[config.mk]
export PLATFORM = sky130hd
export DESIGN_NAME = lfnst_mac
export DESIGN_NICKNAME = d
export VERILOG_FILES = /design/src/hw/rtl/lfnst_pkg.sv /design/src/hw/rtl/lfnst_mac.sv
export SDC_FILE = /design/constraint.sdc
export NUM_CORES = 1
export LEC_CHECK = 0
export BUFFER_PORTS_ARGS = -buffer_cell sky130_fd_sc_hd__buf_2
export CAP_MARGIN = 20
export CORE_MARGIN = 2
export CORE_UTILIZATION = 45
export CTS_CLUSTER_SIZE = 40
export DETAILED_ROUTE_END_ITERATION = 8
export MAX_ROUTING_LAYER = met4
export SLEW_MARGIN = 20
export SYNTH_ARGS = -nofsm -noshare
export SYNTH_HDL_FRONTEND = slang
export SYNTH_SLANG_ARGS = --single-unit
[constraint.sdc]
create_clock -name clk -period 4.6 [get_ports clk]
set_input_delay 0.23 -clock clk [delete_from_list [all_inputs] [get_ports clk]]
set_output_delay 0.23 -clock clk [all_outputs]
set_load 0.01 [all_outputs]
[src/hw/rtl/lfnst_pkg.sv]
package lfnst_pkg;

  localparam int NUM_INPUTS   = 16;
  localparam int MAX_OUTPUTS  = 48;
  localparam int SMALL_OUTPUTS = 16;
  localparam int WEIGHT_DEPTH = 768;

  localparam int WIDX_W = 10;
  localparam int WVAL_W = 8;
  localparam int CIDX_W = 4;
  localparam int CVAL_W = 16;
  localparam int PROD_W = CVAL_W + WVAL_W;
  localparam int ACC_W  = PROD_W + 4;
  localparam int OUT_W  = 16;

  localparam logic [63:0] SCAN_ORDER = 64'hfbe7ad369c258140;

  localparam logic [1:0] KIND_LOAD_WEIGHT = 2'd0;
  localparam logic [1:0] KIND_LOAD_COEF   = 2'd1;
  localparam logic [1:0] KIND_RUN         = 2'd2;

  typedef struct packed {
    logic valid;
    logic first;
    logic last;
  } mac_ctl_t;

  function automatic logic [CIDX_W-1:0] scan_pos(input logic [3:0] term);
    return SCAN_ORDER[{term, 2'b00} +: CIDX_W];
  endfunction

endpackage

[src/hw/rtl/lfnst_mac.sv]
module lfnst_mac
  import lfnst_pkg::*;
(
  input  logic                     clk,
  input  logic                     rst,
  input  mac_ctl_t                 ctl,
  input  logic signed [CVAL_W-1:0] coef,
  input  logic signed [WVAL_W-1:0] weight,
  input  logic                     take,
  output logic                     res_valid,
  output logic signed [OUT_W-1:0]  res_value
);

  mac_ctl_t                 prod_ctl;
  logic signed [PROD_W-1:0] prod;
  logic signed [ACC_W-1:0]  acc;
  logic signed [ACC_W-1:0]  prod_ext;
  logic signed [ACC_W-1:0]  rnd;
  logic signed [ACC_W-1:0]  shifted;

  assign prod_ext = {{(ACC_W-PROD_W){prod[PROD_W-1]}}, prod};

  always_ff @(posedge clk) begin
    if (rst) begin
      prod_ctl  <= '0;
      res_valid <= 1'b0;
    end else begin
      prod_ctl <= ctl;
      // hold the finished sum until the sequencer takes it
      if (prod_ctl.valid && prod_ctl.last) begin
        res_valid <= 1'b1;
      end else if (take) begin
        res_valid <= 1'b0;
      end
    end
  end

  always_ff @(posedge clk) begin
    prod <= coef * weight;
    if (prod_ctl.valid) begin
      acc <= prod_ctl.first ? prod_ext : acc + prod_ext;
    end
  end

  assign rnd     = acc + ACC_W'(64);
  assign shifted = rnd >>> 7;

  always_comb begin
    if (shifted > ACC_W'(32767)) begin
      res_value = 16'sh7fff;
    end else if (shifted < -ACC_W'(32768)) begin
      res_value = 16'sh8000;
    end else begin
      res_value = shifted[OUT_W-1:0];
    end
  end

endmodule

Yosys cells after proc, flatten, opt, wreduce, memory -nomap -nowiden
Cells that the tools add are included.
{ "word_totals": {"register_bits": 56, "latch_bits": 0, "mem_bits_rw": 0, "romBits": 0, "input_bits": 30, "wordCells": 18, "mem_count": 0} }
{ "op_classes": {"addsub": 2, "n_mul": 1, "div": 0, "n_lt_le_gt_ge": 2, "eq_ne": 0, "shifts": 0, "muxes": 5, "n_bitwise": 0, "n_reduce_logical": 2} }
{ "op_table": {"columns": ["op", "count"], "rows": [
  ["$mux W16", 2],
  ["$add A28 B24 Y28", 1],
  ["$add A28 B8 Y28 const B", 1],
  ["$mux W28", 1],
  ["$mul A16 B8 Y24", 1],
  ["$gt A21 B16 Y1 const B", 1],
  ["$lt A21 B16 Y1 const B", 1],
  ["$mux W1", 2],
  ["$reduce_bool A2 Y1", 1],
  ["$logic_and A1 B1 Y1", 1]
]} }

Depth between registers and ports, before layout
Gate-level depths: netlist of the first run.
{ "depth": {"word_depth": 4, "ltp_mapped": 19} }

Least setup slack after synthesis of the first run
OpenSTA, ideal clock, no wires.
{ "synth_path": {"kind": "input -> register", "from": "in weight[7]", "to": "reg prod[22]", "setup_time_ps": 72, "arrival_time_ps": 4476, "path_slack_ps": 52, "cell_stages": 17, "n_path_buf": 1, "cell_sequence": "inv_1 > clkbuf_1 > nor2_1 > fa_1 > fa_1 > fa_1 > inv_1 > fa_1 > inv_1 > ha_1 > or3_1 > o21ai_0 > a211oi_1 > nor3_1 > nor2_1 > a311oi_1 > xnor2_1"} }
{ "synth_between": {"elab_chain_len": 1} }
{ "synth_rtl": {"columns": ["element", "line_no", "source"], "rows": [
  ["from (decl)", "lfnst_mac.sv:8", "input logic signed [WVAL_W-1:0] weight,"],
  ["$mul A16 B8 Y24", "lfnst_mac.sv:39", "prod <= coef * weight;"],
  ["to (signal assigned)", "lfnst_mac.sv:39", null],
  ["to (decl)", "lfnst_mac.sv:15", "logic signed [PROD_W-1:0] prod;"]
]} }
No other way between the ends.
A chain may end at the register's enable or synchronous reset.

Final worst setup path of the first run
Ends and elaborated chain as after synthesis.

==> impl_metrics.py, run 1 <==
metrics = {
    "status": {
        "run_status": "completed",
    },
    "logic_synthesis": {
        "post-synth-top-area-cell": "fa_1",
        "syn_area_um2": 8393,
        "synth_cells": 954,
        "yosys_warnings": 0,
        "ys.flop_type": "edfxtp_1",
        "syn_area_per_cell_um2": 8.798,
        "yosysSeqAreaShare": 0.1670,
        "async_flop_share": 0,
        "yosysUniqueCellTypes": 67,
        "yosys-top-cells-area": "fa_1 25%, ha_1 11%, edfxtp_1 10%",
        "synth_top_area_frac": 0.2481,
        "synth_edf_count": 28,
        "synth-seq-cells": 56,
        "synth_nets": 1161,
    },
    "clock_network": {
        "postCtsHoldBufs": 0,
        "cts-root-buf": "clkbuf_16",
        "clk_latency_ns": 0.30,
        "cts_tree": "built",
        "cts_buffer_depth": 2,
        "cts_htree_levels": 2,
        "clk_pin_slew_ns": 0.07,
        "cts_buffers": 5,
        "cts.sink_count": 56,
    },
    "worst_setup_path": {
        "end_kind": "flip-flop",
        "cp-start-kind": "input pin",
        "cp.required_ns": 4.83,
        "critPathKind": "input pin to flip-flop",
        "crit_arrival_ns": 4.50,
        "reg2regPathDepth": 9,
        "crit_fanout": 9,
    },
    "sta": {
        "slew-limit-headroom": 0.6407,
        "finalHoldViolCount": 0,
        "period_share": 0.9283,
        "fin_crit_ns": 4.270,
        "tns_ns": 0,
        "clock_skew_ns": 0.007692,
        "rsz0062_at_grt": "false",
        "maxSlewViolCount": 0,
        "tightest_slew_ns": 0.5320,
        "max_freq_mhz": 234.2,
        "final.setup.worst_slack_ns": 0.3300,
        "setup_viol": 0,
    },
    "final_layout": {
        "drive_above_1_share": 0.1107,
        "area_growth_pct": 10.14,
        "nets": 1227,
        "n_antenna_cell": 0,
        "postLayoutCoreUtil": 0.5094,
        "multi_input_area_um2": 6296,
        "regArea_um2": 1401,
        "fill_cells": 1778,
        "instances_no_fill": 1250,
    },
    "detailed_routing": {
        "wl_per_cell_um": 13.83,
        "num_vias": 6298,
        "first_pass_iters": 4,
        "route.detailed.drc": 0,
        "viasPerCell": 5.038,
        "drt_iter0_drc": 298,
        "ant_nets": 0,
        "wl_um": 17290,
    },
    "die": {
        "rows": 49,
        "die_h_um": 140.6,
        "initial_core_util": 0.4625,
        "die_x_um": 140.6,
        "die_area_um2": 19760,
        "core_area_um2": 18150,
        "ios": 47,
    },
    "place": {
        "dp.cells": 1242,
        "place_congestion": 0.8589,
        "pre_cts_ws_ns": -0.02096,
        "hpwl_um": 14430,
        "io_buffers": 46,
    },
    "hold_path": {
        "hold_path_depth": 2,
        "hp-class": "input pin to flip-flop",
    },
    "pwr": {
        "vdd.ir_drop.worst_uv": 228.3,
        "finalPower_mw": 5.851,
        "powerDensity_nw_per_um2": 633.0,
        "power.leakage_nw": 4.338,
    },
    "global_route": {
        "antenna_found_initial": 0,
        "grt.overflow.total": 0,
        "grt_max_degree": 49,
        "grt_pass1_vias": 6239,
        "grt_usage": 0.1895,
        "grt_pass1_wl_um": 30310,
    },
    "run": {
        "max_cap_viol_count": 0,
    },
}
-- cell usage in the layout, fill, tap and decap left out, types with 6 or more instances in the layout --
| cell type | instances |
|---|---|
| dfxtp_1 | 28 |
| ha_1 | 73 |
| nand3_1 | 18 |
| buf_2 | 44 |
| o21ai_0 | 29 |
| nand4_1 | 9 |
| fa_1 | 104 |
| nor2b_1 | 6 |
| nand2b_1 | 16 |
| a21oi_2 | 8 |
| nor3_1 | 12 |
| a21oi_1 | 43 |
| inv_1 | 160 |
| o21a_1 | 7 |
| xnor2_1 | 39 |
| xor2_1 | 15 |
| nand2_1 | 81 |
| nor2_1 | 45 |
| and2_1 | 92 |
| and3_1 | 9 |
| o21ai_1 | 7 |
| o31ai_1 | 6 |
| a21o_1 | 21 |
| edfxtp_1 | 28 |
| buf_4 | 33 |
-- worst max-delay path, stage by stage --
cell      delay (ns)
buf_2           0.10
inv_1           0.08
buf_12          0.13
nor2_1          0.06
fa_1            0.50
fa_1            0.52
fa_1            0.54
inv_1           0.05
fa_1            0.52
inv_1           0.04
ha_1            0.30
or3_1           0.30
o21ai_0         0.11
a211oi_1        0.11
nor3_1          0.32
nor2_1          0.12
a311oi_1        0.32
xnor2_1         0.15
-- final cells by class --
type | instances | share of cell area
multi-input combinational | 716 | 0.6811
sequential | 56 | 0.1516
inverter | 161 | 0.06538
timing repair buffer | 80 | 0.05441
tap | 229 | 0.03100
clock buffer | 5 | 0.01354
clock inverter | 3 | 0.002978
-- where the power goes --
part / internal [mW] / total, mW / switching (mW)
clock network: 0.207 / 0.396 / 0.189
logic: 2.09 / 4.44 / 2.35
registers: 0.829 / 1.02 / 0.189
-- metal layers --
layer / vias to the layer above / global-route usage / share of wire
met2: 86 / 0.3104 / 0.46
met3: 7 / 0.01155 / 0.021
li1: 3260 / - / -
met4: 0 / 0.03421 / 0.0080
met1: 2945 / 0.2661 / 0.51
met5: - / - / 0
-- cells by family (layout without fill, tap and decap cells) --
| kind of cell | after synthesis | count (layout) | synth area share |
|---|---|---|---|
| mux | 5 | 5 | 0.006410 |
| compound gates | 165 | 165 | 0.1313 |
| xor+xnor | 55 | 55 | 0.05829 |
| flops | 56 | 56 | 0.1670 |
| simple gates | 314 | 314 | 0.1965 |
| buf+inv | 182 | 249 | 0.08363 |
| fa+ha+maj | 177 | 177 | 0.3569 |
-- flip-flops by register name, summed over array words and instances, names as in the netlist --
signal / flops
acc: 28
prod: 24
res_valid: 1
prod_ctl: 3
-- synthesized netlist by cell type, drive strengths merged (4+ instances only) --
| master | number |
|---|---|
| xnor2 | 40 |
| nand4 | 9 |
| or3 | 5 |
| o21ai | 39 |
| buf | 4 |
| xor2 | 15 |
| a31oi | 5 |
| o21a | 7 |
| nor2b | 6 |
| o31ai | 6 |
| nand2 | 81 |
| nand3 | 19 |
| a21o | 21 |
| inv | 160 |
| nor4 | 5 |
| fa | 104 |
| nor3 | 12 |
| a21oi | 51 |
| ha | 73 |
| and3 | 10 |
| dfxtp | 28 |
| and2 | 93 |
| nand2b | 17 |
| a211oi | 6 |
| a211o | 5 |
| edfxtp | 28 |
| nor2 | 45 |
| clkbuf | 17 |
-- worst paths after layout --
path | startpoint | endpoint | slack (ns)
worst min register to register | prod_ctl[0] | res_valid | 0.44
worst min-delay path | rst | prod_ctl[0] | 0.12
worst max register to register | acc[12] | acc[25] | 1.57
worst max-delay path | weight[7] | prod[22] | 0.33
-- through the flow --
step,cell area [um^2],hold slack [ns]
finish,9244,0.1250
CTS,9233,0.1207
floorplan,8393,0.2991
global placement,9080,0.4248
global route,9244,0.1369
detailed placement,9080,0.4323
-- what timing repair did --
item,CTS,global route
gates resized for setup,0,3
endpoints found under the setup margin,0,3
setup buffers,0,0
No activity file was read; power rests on OpenSTA's default activity.
==> run 2, diff against run 1 <==
--- a/config.mk
+++ b/config.mk
@@ -5,6 +5,7 @@
 export SDC_FILE = /design/constraint.sdc
 export NUM_CORES = 1
 export LEC_CHECK = 0
+export ABC_AREA = 1
 export BUFFER_PORTS_ARGS = -buffer_cell sky130_fd_sc_hd__buf_2
 export CAP_MARGIN = 20
 export CORE_MARGIN = 2
==> run 2 against run 1 <==
Against the previous run: cell area up 7.2%; sequential share of layout area decreased by 1.0 points; hold slack lost 0.0030 ns; register-to-register slack gained 0.50 ns; clock power decreased by 3%; largest power group unchanged.
==> impl_metrics.py, run 2 <==
metrics = {
    "place": {
        "pre_cts_ws_ns": 0.01832,
        "hpwl_um": 18850,
        "place_congestion": 0.9436,
        "io_buffers": 46,
    },
    "pwr": {
        "finalPower_mw": 6.074,
        "power_frac_clock": 0.063,
        "internal_power_mw": 2.804,
        "power.switching_mw": 3.270,
        "vdd.ir_drop.worst_uv": 215.1,
        "power.leakage_nw": 5.623,
        "comb_power_share": 0.773,
        "netSwitchingFraction": 0.5384,
        "powerDensity_nw_per_um2": 612.7,
        "seqPwrFrac": 0.164,
    },
    "logic_synthesis": {
        "yosysSeqAreaShare": 0.1515,
        "synth-seq-cells": 56,
        "synth_cells": 1339,
        "yosysMostFrequentCell": "nand2_1",
        "synthTopCellsByCount": "375 x nand2_1, 321 x inv_1, 104 x fa_1",
        "yosysUniqueCellTypes": 34,
        "ys.flop_type": "edfxtp_1",
        "syn_area_um2": 9249,
        "synth_top_area_frac": 0.2251,
        "synth_nets": 1546,
        "syn_area_per_cell_um2": 6.907,
        "yosys-top-cells-area": "fa_1 23%, nand2_1 15%, inv_1 13%",
        "post-synth-top-area-cell": "fa_1",
        "synth_edf_count": 28,
        "yosys_warnings": 0,
        "async_flop_share": 0,
    },
    "final_layout": {
        "largestRegisters": "acc: 28 flops, prod: 24 flops, prod_ctl: 3 flops",
        "most-common-layout-cells": "375 x nand2_1, 321 x inv_1, 104 x fa_1",
        "nets": 1574,
        "top_register": "acc",
        "n_antenna_cell": 0,
        "area_growth_pct": 7.183,
        "drive_above_1_share": 0.07822,
        "final_common_cell": "nand2_1",
        "postLayoutCoreUtil": 0.4899,
        "largest_register_ffs": 28,
    },
    "global_route": {
        "grt_pass1_vias": 7809,
        "grt_max_degree": 33,
        "grt_busiest_layer": "met2",
        "grt_pass1_wl_um": 37070,
        "met3_usage": 0.01149,
        "use_met1": 0.2558,
        "grt.overflow.total": 0,
        "grt_usage": 0.2164,
        "use_met2": 0.4028,
        "antenna_found_initial": 0,
    },
    "die": {
        "die_x_um": 147.4,
        "die_h_um": 147.4,
        "initial_core_util": 0.4571,
        "rows": 52,
        "ios": 47,
        "die_area_um2": 21720,
        "core_area_um2": 20230,
    },
    "sta": {
        "finalHoldViolCount": 0,
        "slew-limit-headroom": 0.4105,
        "tightest_slew_ns": 0.8833,
        "period_share": 0.9241,
        "fin_crit_ns": 4.251,
        "max_freq_mhz": 235.2,
        "clock_skew_ns": 0.01078,
        "rsz0062_at_grt": "false",
        "tns_ns": 0,
        "setup_viol": 0,
        "final.setup.worst_slack_ns": 0.3492,
        "maxSlewViolCount": 0,
    },
    "hold_path": {
        "hold_start": "rst",
        "hold_path_depth": 2,
        "hp-class": "input pin to flip-flop",
        "min_to": "res_valid",
    },
    "detailed_routing": {
        "drt_iter0_drc": 297,
        "wl_um": 21870,
        "ant_nets": 0,
        "first_pass_iters": 5,
        "route.detailed.drc": 0,
        "viasPerCell": 4.772,
        "num_vias": 7817,
        "wl_per_cell_um": 13.35,
    },
    "clock_network": {
        "cts_tree": "built",
        "cts-resized-gates": 0,
        "cts_buffer_depth": 2,
        "cts_htree_levels": 2,
        "cts-root-buf": "clkbuf_16",
        "cts_buffers": 5,
        "cts.sink_count": 56,
        "clk_pin_slew_ns": 0.08,
        "clk_latency_ns": 0.30,
        "post-cts-setup-buffers": 0,
        "postCtsHoldBufs": 0,
    },
    "worst_setup_path": {
        "crit_start": "weight[3]",
        "r2r-start": "prod[0]",
        "r2r-end": "acc[24]",
        "reg2regPathDepth": 13,
        "crit_arrival_ns": 4.45,
        "r2r_slack_ns": 2.07,
        "cp-start-kind": "input pin",
        "crit_fanout": 16,
        "cp.required_ns": 4.80,
        "end_kind": "flip-flop",
        "critPathKind": "input pin to flip-flop",
    },
    "status": {
        "run_status": "completed",
    },
    "run": {
        "max_cap_viol_count": 0,
    },
}
run 2: through the flow:
step / hold slack, ns / std cells / instance area [um^2]
5_1_grt: 0.1323 / 1638 / 9913
3_3_place_gp: 0.4320 / 1630 / 9769
6_report: 0.1220 / 1638 / 9913
3_5_place_dp: 0.4340 / 1630 / 9769
2_1_floorplan: 0.2991 / 1339 / 9249
4_1_cts: 0.1170 / 1638 / 9913
run 2: logic make-up (layout without fill, tap and decap cells):
logic type                 after synthesis  in the layout  share of synthesized area
and+or+nand+nor                        592            592                     0.2699
buffers and inverters                  361            390                     0.1495
adders and majority gates              177            177                     0.3239
AOI/OAI and AO/OA                      110            110                    0.06250
DFF                                     56             56                     0.1515
xor gates and xnor gates                43             43                    0.04275
run 2: layer usage:
metal	wire length, um	part of all wire
met5	0	0
met4	487	0.022
met3	478	0.022
met2	11300	0.52
met1	9604	0.44
run 2: power by group through the flow:
| stage | clock [mW] | combinational (mW) | sequential [mW] |
|---|---|---|---|
| 6_report | 0.384 | 4.69 | 0.997 |
| 5_1_grt | 0.418 | 5.42 | 1.02 |
| 4_1_cts | 0.400 | 4.73 | 0.992 |
| 3_5_place_dp | 0 | 4.71 | 1.00 |
| 3_3_place_gp | 0 | 4.68 | 1.00 |
| 2_1_floorplan | 0 | 3.65 | 0.927 |
run 2: worst max path at each step:
stage          slack, ns        to  cells after the start
2_1_floorplan       0.36  prod[20]                     17
3_3_place_gp       -0.02  prod[23]                     19
3_5_place_dp        0.02  prod[23]                     18
4_1_cts             0.34  prod[23]                     18
5_1_grt             0.10  prod[23]                     18
6_report            0.35  prod[23]                     18
run 2: cell type report:
cell class | count | area [um^2]
Multi-Input combinational cell | 922 | 6465
Fill cell | 2145 | 10320
Tap cell | 270 | 337.8
Inverter | 323 | 1212
Clock inverter | 2 | 15.01
Sequential cell | 56 | 1401
Clock buffer | 6 | 128.9
Timing Repair Buffer | 59 | 352.8
run 2: worst max-delay path, cell delays in order:
cell,delay (ns)
buf_2,0.33
nand2_1,0.17
fa_1,0.56
inv_1,0.05
fa_1,0.48
fa_1,0.55
inv_1,0.05
fa_1,0.52
inv_1,0.04
ha_1,0.40
nand2_1,0.15
nor2_1,0.26
nand2_1,0.08
inv_1,0.11
nand4_1,0.15
nand3_1,0.14
nand3b_1,0.11
nand2_1,0.05
==> run 3, diff against run 2 <==
--- a/config.mk
+++ b/config.mk
@@ -13,6 +13,7 @@
 export CTS_CLUSTER_SIZE = 40
 export DETAILED_ROUTE_END_ITERATION = 8
 export MAX_ROUTING_LAYER = met4
+export RECOVER_POWER = 100
 export SLEW_MARGIN = 20
 export SYNTH_ARGS = -nofsm -noshare
 export SYNTH_HDL_FRONTEND = slang
==> constraint.sdc (replaced) <==
create_clock -name clk -period 4.26 [get_ports clk]
set_input_delay 0.213 -clock clk [delete_from_list [all_inputs] [get_ports clk]]
set_output_delay 0.213 -clock clk [all_outputs]
set_load 0.01 [all_outputs]
==> run 3 against run 2 <==
Against the previous run: worst setup slack worse by 0.15 ns; combinational power increased by 19%; critical path depth increased by 1; largest power group unchanged.
==> impl_metrics.py, run 3 (same netlist as run 2, synthesis figures left out) <==
metrics = {
    "final_layout": {
        "largestRegisters": "acc: 28 flops, prod: 24 flops, prod_ctl: 3 flops",
        "fin_area_um2": 10120,
        "fill_cells": 2111,
        "final_common_cell": "nand2_1",
        "largest_register_ffs": 28,
        "most-common-layout-cells": "376 x nand2_1, 321 x inv_1, 104 x fa_1",
        "top_register": "acc",
        "instances_no_fill": 1671,
        "n_antenna_cell": 0,
        "nets": 1607,
        "area_growth_pct": 9.403,
        "drive_above_1_share": 0.08851,
    },
    "worst_setup_path": {
        "crit_chain": "buf_2, clkinvlp_4, buf_12, buf_4, or2_2, fa_1, fa_1, inv_1, fa_1, inv_1, fa_1, inv_1, ha_1, inv_1, o21ai_1, o21bai_1, a21oi_1, nand3_1, xor2_1",
        "cp-start-kind": "input pin",
        "slowest_stage": "fa_1",
        "crit_arrival_ns": 4.25,
        "cp_top_family": "adder cells",
        "end_kind": "flip-flop",
        "slowest_delay_ns": 0.53,
        "crit_fanout": 7,
        "cp.required_ns": 4.45,
        "critPathBufInv": 8,
        "critPathKind": "input pin to flip-flop",
    },
    "place": {
        "hpwl_um": 18910,
        "dpl-instance-area_um2": 9990,
        "place_congestion": 0.9356,
        "io_buffers": 46,
        "dp.cells": 1661,
    },
    "detailed_routing": {
        "route.detailed.drc": 0,
        "ant_nets": 0,
        "drt_iter0_drc": 373,
        "viasPerCell": 4.756,
        "num_vias": 7948,
        "first_pass_iters": 8,
        "wl_um": 21890,
        "wl_per_cell_um": 13.10,
    },
    "pwr": {
        "power.leakage_nw": 5.722,
        "vdd.ir_drop.worst_uv": 262.4,
        "powerDensity_nw_per_um2": 699.2,
        "netSwitchingFraction": 0.5171,
        "finalPower_mw": 7.075,
        "internal_power_mw": 3.416,
        "seqPwrFrac": 0.152,
        "power.switching_mw": 3.659,
        "power_frac_clock": 0.060,
        "comb_power_share": 0.788,
    },
    "die": {
        "ios": 47,
        "die_x_um": 147.4,
        "die_area_um2": 21720,
        "die_h_um": 147.4,
        "core_area_um2": 20230,
        "rows": 52,
        "initial_core_util": 0.4571,
    },
    "status": {
        "run_status": "completed",
    },
    "sta": {
        "max_freq_mhz": 246.4,
        "finalHoldViolCount": 0,
        "period_share": 0.9526,
        "tns_ns": 0,
        "maxSlewViolCount": 0,
        "whs_ns": 0.1049,
        "fin_crit_ns": 4.058,
        "tightest_slew_ns": 1.470,
        "slew-limit-headroom": 0.01975,
        "setup_viol": 0,
        "clock_skew_ns": 0.006154,
    },
    "global_route": {
        "grt_pass1_wl_um": 37410,
        "grt_max_degree": 33,
        "grt_pass1_vias": 7908,
        "grt_usage": 0.2183,
        "antenna_found_initial": 0,
        "grt.overflow.total": 0,
    },
    "clock_network": {
        "clk_latency_ns": 0.30,
        "cts-root-buf": "clkbuf_16",
        "cts_buffer_depth": 2,
        "cts_tree": "built",
        "cts_buffers": 5,
        "clk_pin_slew_ns": 0.07,
        "cts.sink_count": 56,
        "postCtsHoldBufs": 0,
        "cts_htree_levels": 2,
    },
    "run": {
        "max_cap_viol_count": 0,
    },
    "hold_path": {
        "hp-class": "input pin to flip-flop",
    },
}
[run 3: power groups by stage]
stage	combinational [mW]	sequential (mW)	clock [mW]
after floorplan	3.95	1.00	0
after global placement	5.53	1.08	0
after detailed placement	5.59	1.08	0
after CTS	5.61	1.07	0.437
after global routing	6.41	1.10	0.454
final	5.58	1.07	0.423
[run 3: repair_timing]
item,4_1_cts,5_1_grt
setup endpoints to repair,0,2
resized for setup,0,4
buffers inserted,0,2
[run 3: tightest hold or removal path, cell delays in order]
cell,delay [ns]
buf_2,0.07
inv_1,0.03
nor2_1,0.06
[run 3: cell type report]
cell class	count	area, um^2	share of cell area
Multi-Input combinational cell	922	6454	0.6378
Timing Repair Buffer	92	561.8	0.05552
Inverter	323	1216	0.1202
Clock inverter	3	22.52	0.002226
Sequential cell	56	1401	0.1385
Tap cell	270	337.8	0.03339
Clock buffer	5	125.1	0.01237
[run 3: routing by layer]
layer	GRT usage	share of wire	up-vias
li1	-	-	4131
met1	0.2599	0.44	3652
met2	0.3974	0.51	131
met3	0.01398	0.024	34
met4	0.06442	0.027	0
met5	-	0	-
[run 3: worst paths after layout]
| path | start | to | slack (ns) | cells after the start |
|---|---|---|---|---|
| max | weight[7] | prod[21] | 0.20 | 19 |
| min | ctl[0] | prod_ctl[0] | 0.10 | 3 |
| max reg2reg | prod_ctl[1] | acc[21] | 1.38 | 4 |
| min reg2reg | prod_ctl[0] | res_valid | 0.45 | 2 |
[run 3: stage by stage]
stage                 util  worst slack, ns
global route        0.5001         -0.01291
detailed placement  0.4937         -0.08298
floorplan                -          0.03876
finish              0.5001           0.2019
global placement    0.4937         -0.02032
CTS                 0.5010           0.2299
